--- config.mk ---
export PLATFORM = sky130hd
export DESIGN_NAME = lru_key_value_cache_top
export DESIGN_NICKNAME = d
export VERILOG_FILES = /design/src/design/lkvc_pkg.sv /design/src/design/lkvc_store.sv /design/src/design/lru_key_value_cache_top.sv
export SDC_FILE = /design/constraint.sdc
export NUM_CORES = 1
export LEC_CHECK = 0
export BUFFER_PORTS_ARGS = -buffer_cell sky130_fd_sc_hd__buf_2
export CAP_MARGIN = 20
export CELL_PAD_IN_SITES_DETAIL_PLACEMENT = 1
export CELL_PAD_IN_SITES_GLOBAL_PLACEMENT = 1
export CORE_UTILIZATION = 29
export CTS_CLUSTER_DIAMETER = 60
export DETAILED_ROUTE_END_ITERATION = 8
export PLACE_DENSITY_LB_ADDON = 0.1
export REMOVE_ABC_BUFFERS = 1
export SYNTH_ARGS = -nofsm -noshare
export SYNTH_HDL_FRONTEND = slang
export SYNTH_HIERARCHICAL = 1
export SYNTH_SLANG_ARGS = --single-unit
--- constraint.sdc ---
create_clock -name clock -period 8.9 [get_ports clock]
set_input_delay 1.78 -clock clock [delete_from_list [all_inputs] [get_ports clock]]
set_output_delay 1.78 -clock clock [all_outputs]
set_load 0.01 [all_outputs]
--- src/design/lkvc_pkg.sv ---
package lkvc_pkg;

   localparam int ENTRIES_DEF    = 8;
   localparam int KEY_BITS_DEF   = 32;
   localparam int VALUE_BITS_DEF = 32;

   localparam int CAP_BITS = 4;
   localparam int OCC_BITS = 4;

   localparam logic [CAP_BITS-1:0] CAP_RESET = CAP_BITS'(8);

   typedef enum logic {
      REQ_GET = 1'b0,
      REQ_PUT = 1'b1
   } req_kind_type;

   typedef struct packed {
      logic hit;
      logic evicted;
   } lkvc_flags_type;

endpackage

--- src/design/lkvc_store.sv ---
module lkvc_store import lkvc_pkg::*; #(
   parameter int ENTRIES    = ENTRIES_DEF,
   parameter int KEY_BITS   = KEY_BITS_DEF,
   parameter int VALUE_BITS = VALUE_BITS_DEF
) (
   input  logic                  clock,
   input  logic                  reset,
   input  logic                  fire,
   input  req_kind_type          kind,
   input  logic [KEY_BITS-1:0]   key,
   input  logic [VALUE_BITS-1:0] value,
   input  logic [CAP_BITS-1:0]   capacity,
   output lkvc_flags_type        flags,
   output logic [VALUE_BITS-1:0] read_value,
   output logic [KEY_BITS-1:0]   evicted_key,
   output logic [OCC_BITS-1:0]   occupancy
);

   localparam int RANK_W = $clog2(ENTRIES);
   localparam int CNT_W  = $clog2(ENTRIES + 1);
   localparam int CMP_W  = ((CNT_W > CAP_BITS) ? CNT_W : CAP_BITS) + 1;

   logic [KEY_BITS-1:0]   key_ff   [ENTRIES];
   logic [KEY_BITS-1:0]   key_in   [ENTRIES];
   logic [VALUE_BITS-1:0] value_ff [ENTRIES];
   logic [VALUE_BITS-1:0] value_in [ENTRIES];
   logic [RANK_W-1:0]     rank_ff  [ENTRIES];
   logic [RANK_W-1:0]     rank_in  [ENTRIES];
   logic [ENTRIES-1:0]    valid_ff;
   logic [ENTRIES-1:0]    valid_in;
   logic [CNT_W-1:0]      count_ff;
   logic [CNT_W-1:0]      count_in;

   logic [ENTRIES-1:0]    match;
   logic [ENTRIES-1:0]    victim;
   logic [ENTRIES-1:0]    free_oh;
   logic [ENTRIES-1:0]    ins_oh;
   logic [RANK_W-1:0]     hit_rank;
   logic [VALUE_BITS-1:0] hit_value;
   logic [KEY_BITS-1:0]   victim_key;
   logic [CNT_W-1:0]      count_m1;
   logic [CAP_BITS-1:0]   cap_nz;
   logic [CMP_W-1:0]      eff_cap;
   logic                  found;
   logic                  is_put;
   logic                  full;
   logic                  do_insert;
   logic                  do_evict;

   // least recent valid entry always holds rank count-1
   assign count_m1 = count_ff - CNT_W'(1);

   always_comb begin
      match      = '0;
      victim     = '0;
      hit_rank   = '0;
      hit_value  = '0;
      victim_key = '0;
      for (int i = 0; i < ENTRIES; i++) begin
         match[i]  = valid_ff[i] && (key_ff[i] == key);
         victim[i] = valid_ff[i] && (rank_ff[i] == RANK_W'(count_m1));
         if (match[i]) begin
            hit_rank  = hit_rank | rank_ff[i];
            hit_value = hit_value | value_ff[i];
         end
         if (victim[i]) begin
            victim_key = victim_key | key_ff[i];
         end
      end
   end

   // lowest free slot
   assign free_oh = ~valid_ff & (valid_ff + ENTRIES'(1));

   assign cap_nz  = (capacity == '0) ? CAP_BITS'(1) : capacity;
   assign eff_cap = (CMP_W'(cap_nz) > CMP_W'(ENTRIES)) ? CMP_W'(ENTRIES) : CMP_W'(cap_nz);
   assign full    = ((CMP_W'(count_ff) + CMP_W'(1)) > eff_cap)
                    || (CMP_W'(count_ff) >= CMP_W'(ENTRIES));

   assign found     = |match;
   assign is_put    = (kind == REQ_PUT);
   assign do_insert = fire && is_put && !found;
   assign do_evict  = do_insert && full;
   assign ins_oh    = do_evict ? victim : free_oh;

   always_comb begin
      key_in   = key_ff;
      value_in = value_ff;
      rank_in  = rank_ff;
      valid_in = valid_ff;
      for (int i = 0; i < ENTRIES; i++) begin
         if (fire && found) begin
            if (match[i]) begin
               rank_in[i] = '0;
               if (is_put) begin
                  value_in[i] = value;
               end
            end else if (valid_ff[i] && (rank_ff[i] < hit_rank)) begin
               rank_in[i] = rank_ff[i] + RANK_W'(1);
            end
         end else if (do_insert) begin
            if (ins_oh[i]) begin
               key_in[i]   = key;
               value_in[i] = value;
               valid_in[i] = 1'b1;
               rank_in[i]  = '0;
            end else if (valid_ff[i]) begin
               rank_in[i] = rank_ff[i] + RANK_W'(1);
            end
         end
      end
      count_in = (do_insert && !do_evict) ? count_ff + CNT_W'(1) : count_ff;
   end

   always_ff @(posedge clock) begin
      key_ff   <= key_in;
      value_ff <= value_in;
      if (reset) begin
         valid_ff <= '0;
         count_ff <= '0;
         for (int i = 0; i < ENTRIES; i++) begin
            rank_ff[i] <= '0;
         end
      end else begin
         valid_ff <= valid_in;
         count_ff <= count_in;
         rank_ff  <= rank_in;
      end
   end

   assign flags.hit     = found;
   assign flags.evicted = do_evict;
   assign read_value    = (found && !is_put) ? hit_value : '0;
   assign evicted_key   = do_evict ? victim_key : '0;
   assign occupancy     = OCC_BITS'(count_in);

endmodule

--- src/design/lru_key_value_cache_top.sv ---
// channel  | direction | handshake            | payload
// req_     | in        | req_valid/req_stall  | type, lookup_key, write_value
// rsp_     | out       | rsp_valid/rsp_stall  | hit, read_value, evicted, evicted_key, occupancy
// csr_     | in        | csr_valid/csr_ready  | capacity_in_use
//
// one request per cycle sustained while rsp_stall is low; a request is registered on transfer and its
// result is registered in the result register, which drives rsp, once that register is free or being emptied
// the whole key compare and rank update are combinational logic between the two registers
// reset clears valid bits, ranks and the entry count together; no clearing sweep
// rsp_stall holds the result register, and req_stall rises only while a request waits behind it
module lru_key_value_cache_top import lkvc_pkg::*; #(
   parameter int ENTRIES    = ENTRIES_DEF,
   parameter int KEY_BITS   = KEY_BITS_DEF,
   parameter int VALUE_BITS = VALUE_BITS_DEF
) (
   input  logic                  clock,
   input  logic                  reset,
   input  logic                  req_valid,
   output logic                  req_stall,
   input  logic                  req_type,
   input  logic [KEY_BITS-1:0]   req_lookup_key,
   input  logic [VALUE_BITS-1:0] req_write_value,
   output logic                  rsp_valid,
   input  logic                  rsp_stall,
   output logic                  rsp_hit,
   output logic [VALUE_BITS-1:0] rsp_read_value,
   output logic                  rsp_evicted,
   output logic [KEY_BITS-1:0]   rsp_evicted_key,
   output logic [OCC_BITS-1:0]   rsp_occupancy,
   input  logic                  csr_valid,
   output logic                  csr_ready,
   input  logic [CAP_BITS-1:0]   csr_capacity_in_use
);

   logic                  in_valid_ff;
   logic                  in_valid_in;
   req_kind_type          in_kind_ff;
   logic [KEY_BITS-1:0]   in_key_ff;
   logic [VALUE_BITS-1:0] in_value_ff;
   logic                  in_load;

   logic                  out_valid_ff;
   logic                  out_valid_in;
   lkvc_flags_type        out_flags_ff;
   logic [VALUE_BITS-1:0] out_value_ff;
   logic [KEY_BITS-1:0]   out_ev_key_ff;
   logic [OCC_BITS-1:0]   out_occ_ff;

   logic [CAP_BITS-1:0]   cap_ff;
   logic [CAP_BITS-1:0]   cap_in;

   logic                  advance;
   lkvc_flags_type        st_flags;
   logic [VALUE_BITS-1:0] st_value;
   logic [KEY_BITS-1:0]   st_ev_key;
   logic [OCC_BITS-1:0]   st_occ;

   // result register free or being emptied this cycle
   assign advance   = in_valid_ff && (!out_valid_ff || !rsp_stall);
   assign req_stall = in_valid_ff && !advance;
   assign in_load   = !req_stall;

   assign in_valid_in  = in_load ? req_valid : in_valid_ff;
   assign out_valid_in = advance ? 1'b1 : (out_valid_ff && rsp_stall);

   assign csr_ready = 1'b1;
   assign cap_in    = (csr_valid && csr_ready) ? csr_capacity_in_use : cap_ff;

   always_ff @(posedge clock) begin
      if (reset) begin
         in_valid_ff  <= 1'b0;
         out_valid_ff <= 1'b0;
         cap_ff       <= CAP_RESET;
      end else begin
         in_valid_ff  <= in_valid_in;
         out_valid_ff <= out_valid_in;
         cap_ff       <= cap_in;
      end
   end

   always_ff @(posedge clock) begin
      if (in_load) begin
         in_kind_ff  <= req_kind_type'(req_type);
         in_key_ff   <= req_lookup_key;
         in_value_ff <= req_write_value;
      end
      if (advance) begin
         out_flags_ff  <= st_flags;
         out_value_ff  <= st_value;
         out_ev_key_ff <= st_ev_key;
         out_occ_ff    <= st_occ;
      end
   end

   lkvc_store #(
      .ENTRIES    (ENTRIES),
      .KEY_BITS   (KEY_BITS),
      .VALUE_BITS (VALUE_BITS)
   ) u_store (
      .clock       (clock),
      .reset       (reset),
      .fire        (advance),
      .kind        (in_kind_ff),
      .key         (in_key_ff),
      .value       (in_value_ff),
      .capacity    (cap_ff),
      .flags       (st_flags),
      .read_value  (st_value),
      .evicted_key (st_ev_key),
      .occupancy   (st_occ)
   );

   assign rsp_valid       = out_valid_ff;
   assign rsp_hit         = out_flags_ff.hit;
   assign rsp_evicted     = out_flags_ff.evicted;
   assign rsp_read_value  = out_value_ff;
   assign rsp_evicted_key = out_ev_key_ff;
   assign rsp_occupancy   = out_occ_ff;

endmodule

[Word-level counts from Yosys, hierarchy flattened]
Cells that the tools add are included.
Storage, ports and cells
  register bits: 689
  latch bits: 0
  RAM bits: 0
  memory bits (read-only): 0
  input bits: 74
  output and inout port bits: 73
  word-level logic and storage cells: 318
  memories: 0
Cells by class
  add/sub/neg operators: 12
  $mul: 0
  div/mod/pow operators: 0
  $lt $le $gt $ge: 11
  equal/unequal tests: 33
  shift-type cells: 0
  muxes and demuxes: 110
  bitwise logic cells: 24
  reduce and logical (&&, ||, !) cells: 84
Operators by type and width (number)
  $mux 32: 49
  $or 32x32->32: 14
  $eq 32x32->1: 8
  $mux 3: 56
  $reduce_and 3->1: 16
  $logic_and 1x1->1: 33
  $reduce_and 4->1: 8
  $add 3x1->3 const B: 8
  $eq 3x3->1: 8
  $lt 3x3->1: 8
  $ne 3x2->1 const B: 8
  $reduce_bool 3->1: 8
  $or 3x3->3: 7
  $reduce_bool 2->1: 9
  $ne 2x1->1 const B: 8
  $mux 4: 3
  $add 8x1->8 const B: 1
  $and 8x8->8: 1
  $mux 8: 1
  $not 8->8: 1
  $reduce_or 8->1: 1
  $logic_not 1->1: 6
  $add 4x1->5 const B: 1
  $gt 5x5->1: 1
  other kinds (9): 10

[Depth between registers and ports, before layout]
  depth in word-level cells: 22
  mapped depth: 17
  gate-level depth less buffers: 15

[Cells and area by module]
The synthesis kept the hierarchy.
By module, submodules not included
  lkvc_store: times used 1, cells an instance 1694, area each 24257.0 µm², sequential area each 16095.4 µm²
  lru_key_value_cache_top: times used 1, cells an instance 159, area each 4286.6 µm², sequential area each 4174.0 µm²

[Worst setup path before layout]
No wires, ideal clock.
  kind: in2reg
  from: input port rsp_stall
  to: register u_store/value_ff[192] (netlist name) (enable)
  library setup time: 432 ps
  arrival: 8756 ps
  required time: 8468 ps
  slack: -288 ps
  stages: 9
  buffers on the path: 0
  cells stage by stage: a21boi_1 -> nand2_1 -> a21oi_1 -> nand3_1 -> inv_2 -> nand2_1 -> o21ai_0 -> nand2_1 -> a21oi_1
Between the ends
  longest elaborated chain between the ends: 9
  elaborated cells between the ends (all ways): 13
  classes of those cells: eq/ne (2); mux (1); reduce/logical (10)
Ends and longest elaborated chain
  start, declared: RTL line lru_key_value_cache_top.sv:24  | input logic rsp_stall,
  $logic_not 1->1: RTL line lru_key_value_cache_top.sv:59  | assign advance = in_valid_ff && (!out_valid_ff || !rsp_stall);
  $logic_or 1x1->1: RTL line lru_key_value_cache_top.sv:59
  $logic_and 1x1->1: RTL line lru_key_value_cache_top.sv:59
  $logic_and 1x1->1 (2 in series): RTL line lkvc_store.sv:82  | assign do_insert = fire && is_put && !found;
  $logic_and 1x1->1: RTL line lkvc_store.sv:83  | assign do_evict = do_insert && full;
  via u_store.do_evict: RTL line lkvc_store.sv:48  | logic do_evict;
  $mux 8: RTL line lkvc_store.sv:84  | assign ins_oh = do_evict ? victim : free_oh;
  $reduce_bool 2->1 (no line)
  $reduce_and 4->1 (no line)
  end signal, assigned: RTL line lkvc_store.sv:117  | value_ff <= value_in;
  end, declared: RTL line lkvc_store.sv:25  | logic [VALUE_BITS-1:0] value_ff [ENTRIES];
The timed path passes the listed nets, and every way through them passes these cells.
A chain may end at the register's enable or synchronous reset.

==> metrics.yaml <==
status: "finished clean"
worstSetupPathType: "reg -> reg"
synthArstFlopShare_pct: 0
clock_latency_ps: 650
synth_seq_cells: 689
slew_headroom_pct: 27.9
ctsResizeCount: 0
dr_total_vias: 17343
ys.flop_type: "edfxtp_1"
grt_pass1_vias: 18271
dr.pass1.iters: 5
syn_avg_cell_area_um2: 15.4
totalWireLength_mm: 99.4
drt_iter0_drc: 1297
die-area_mm2: 0.0997
fin_setup_tns_ps: 0
yosysSeqAreaShare_pct: 71.0
ctsLongestPathBuffers: 3
wl_per_cell_um: 29.6
crit_fanout: 18
post_cts_buffers: 0
ant_nets: 0
crit_path_end_kind: "register"
portBuffers: 145
viasPerCell: 5.17
critPathMaxStageDelay_ps: 760
start_kind: "register"
grt_first_pass_wirelength_mm: 140
initial_core_util_pct: 29.4
finalMaxSlewViolations: 0
place_congestion: 0.819
rsz0062_at_grt: "false"
post-dp-hpwl_mm: 62.4
n_antenna_cell: 0
cp.buffers_inverters: 4
cap_violations: 0
ios: 147
groute.usage.overall_pct: 19.9
max_freq_ghz: 0.164
fin_crit_ps: 6080
nNetsFinal: 2116
worstPathArrival_ps: 6390
regArea_mm2: 0.0203
multi_input_area_mm2: 0.00786
hold_viol: 0
required_ps: 9210
core_mm2: 0.0971
final_cell_mix: "edfxtp_1 (647), xor2_1 (203), buf_2 (146)"
cp_cell_sequence: "inv_1 -> ha_1 -> ha_1 -> nor2b_1 -> o21a_1 -> o21a_1 -> o21ai_0 -> a21oi_1 -> nand3_2 -> inv_2 -> nor4b_1 -> o21ai_0 -> inv_1 -> buf_4"
synth_edf_count: 647
min_path_type: "reg -> reg"
crit_slowest_cell: "dfxtp_1"
drive_gt1_share_pct: 17.1
yosysUniqueCellTypes: 63
worst_pin_slew_ps: 1080
h-tree-depth: 3
syn_area_mm2: 0.0285
syn_inst: 1853
ir_drop_mv: 0.130
cts_buffers: 85
period_share_pct: 68.3
fillers: 9986
die_h_um: 316
cts-root-buf: "clkbuf_16"
drc: 0
antenna_found_initial: 8
rows: 114
final_common_cell: "edfxtp_1"
cp_top_family: "buffers and inverters"
power.leakage_nw: 10.8
die_w_um: 316
pwr_density_cell_mw_per_mm2: 217
cts_hold_repair.buffers: 0
grt_overflow: 0
cts.sinks: 689
setup_viol: 0
clock_skew_ps: 23.9
area_growth_pct: 17.8
timing.final.ws_setup_ps: 2820
grt_max_degree: 56
yosysWarnings: 6
fin_util_pct: 34.6
cts_tree: "done"
preCtsSetupSlack_ps: 2710
clkSlewWorstSetupHoldPaths_ps: 50
[Yosys cell counts, drive strengths merged (35+ instances only)]
cell | instances | area (um2)
a221oi | 66 | 578
nor4 | 48 | 307
edfxtp | 647 | 19400
clkbuf | 64 | 240
a31oi | 65 | 407
xor2 | 203 | 1780
a22o | 66 | 578
dfxtp | 42 | 841
nor2 | 48 | 188
xnor2 | 83 | 727
buf | 51 | 287
a21oi | 38 | 190
a22oi | 137 | 1030
nand2 | 35 | 131
[cell type report]
| class | count | area share, % |
|---|---|---|
| clock buffer | 107 | 6.57 |
| timing repair buffer | 187 | 3.15 |
| clock inverter | 48 | 1.56 |
| sequential | 689 | 60.3 |
| tap | 1276 | 4.75 |
| inverter | 27 | 0.301 |
| multi-input combinational | 1022 | 23.4 |
[path summary, 6_finish.rpt]
kind / startpoint / endpoint / slack (ps) / depth (start not counted)
setup reg to reg: u_store/count_ff[0] / u_store/key_ff[10] / 2820 / 14
hold / removal: cap_ff[0] / cap_ff[0] / 530 / 2
hold reg to reg: cap_ff[0] / cap_ff[0] / 530 / 2
setup / recovery: u_store/count_ff[0] / u_store/key_ff[10] / 2820 / 14
[worst min-delay path, cell delays in order, from the launching register on]
cell and delay [ps]:
dfxtp_1 330, mux2i_1 70, nor2_1 90
[through the flow]
stage                     std cells  hold slack [ps]  instance area [um2]  power (mW)
after floorplan                1738              453                28000        3.82
after global placement         3199              499                30900        3.96
after detailed placement       3200              529                30900        3.96
after CTS                      3355              543                33600        7.42
after global routing           3356              577                33600        7.55
final                          3356              527                33600        7.31
[cell families (layout without fill, tap and decap cells)]
kind of cell,after synthesis,after routing,synth area share [%]
compound gates,431,431,11.1
xor+xnor,286,286,8.78
fa+ha+maj,30,30,1.32
buf+inv,142,369,2.20
flops,689,689,71.0
mux,20,20,0.710
other cells,1,1,0.0131
simple gates,254,254,4.84
[power by group]
| group | internal, mW | switching, mW |
|---|---|---|
| clock | 2.01 | 1.41 |
| combinational | 0.0729 | 0.142 |
| sequential | 3.60 | 0.0806 |
[routing by layer]
metal	track usage (%)	vias to the layer above	share of wire, %
met5	0	-	0.031
met4	6.41	4	2.8
met3	3.40	120	4.7
met2	33.0	461	48
met1	26.5	9116	44
li1	-	7642	-
[sequential cells by signal (all words and copies together) (netlist names)]
register          cells
rsp_valid             1
u_store/rank_ff      24
u_store/value_ff    256
rsp_evicted           1
u_store/count_ff      4
cap_ff                4
in_kind_ff            1
u_store/valid_ff      8
rsp_read_value       32
in_valid_ff           1
in_value_ff          32
rsp_hit               1
rsp_occupancy         4
u_store/key_ff      256
in_key_ff            32
rsp_evicted_key      32
(Power assumes the default switching activity.)
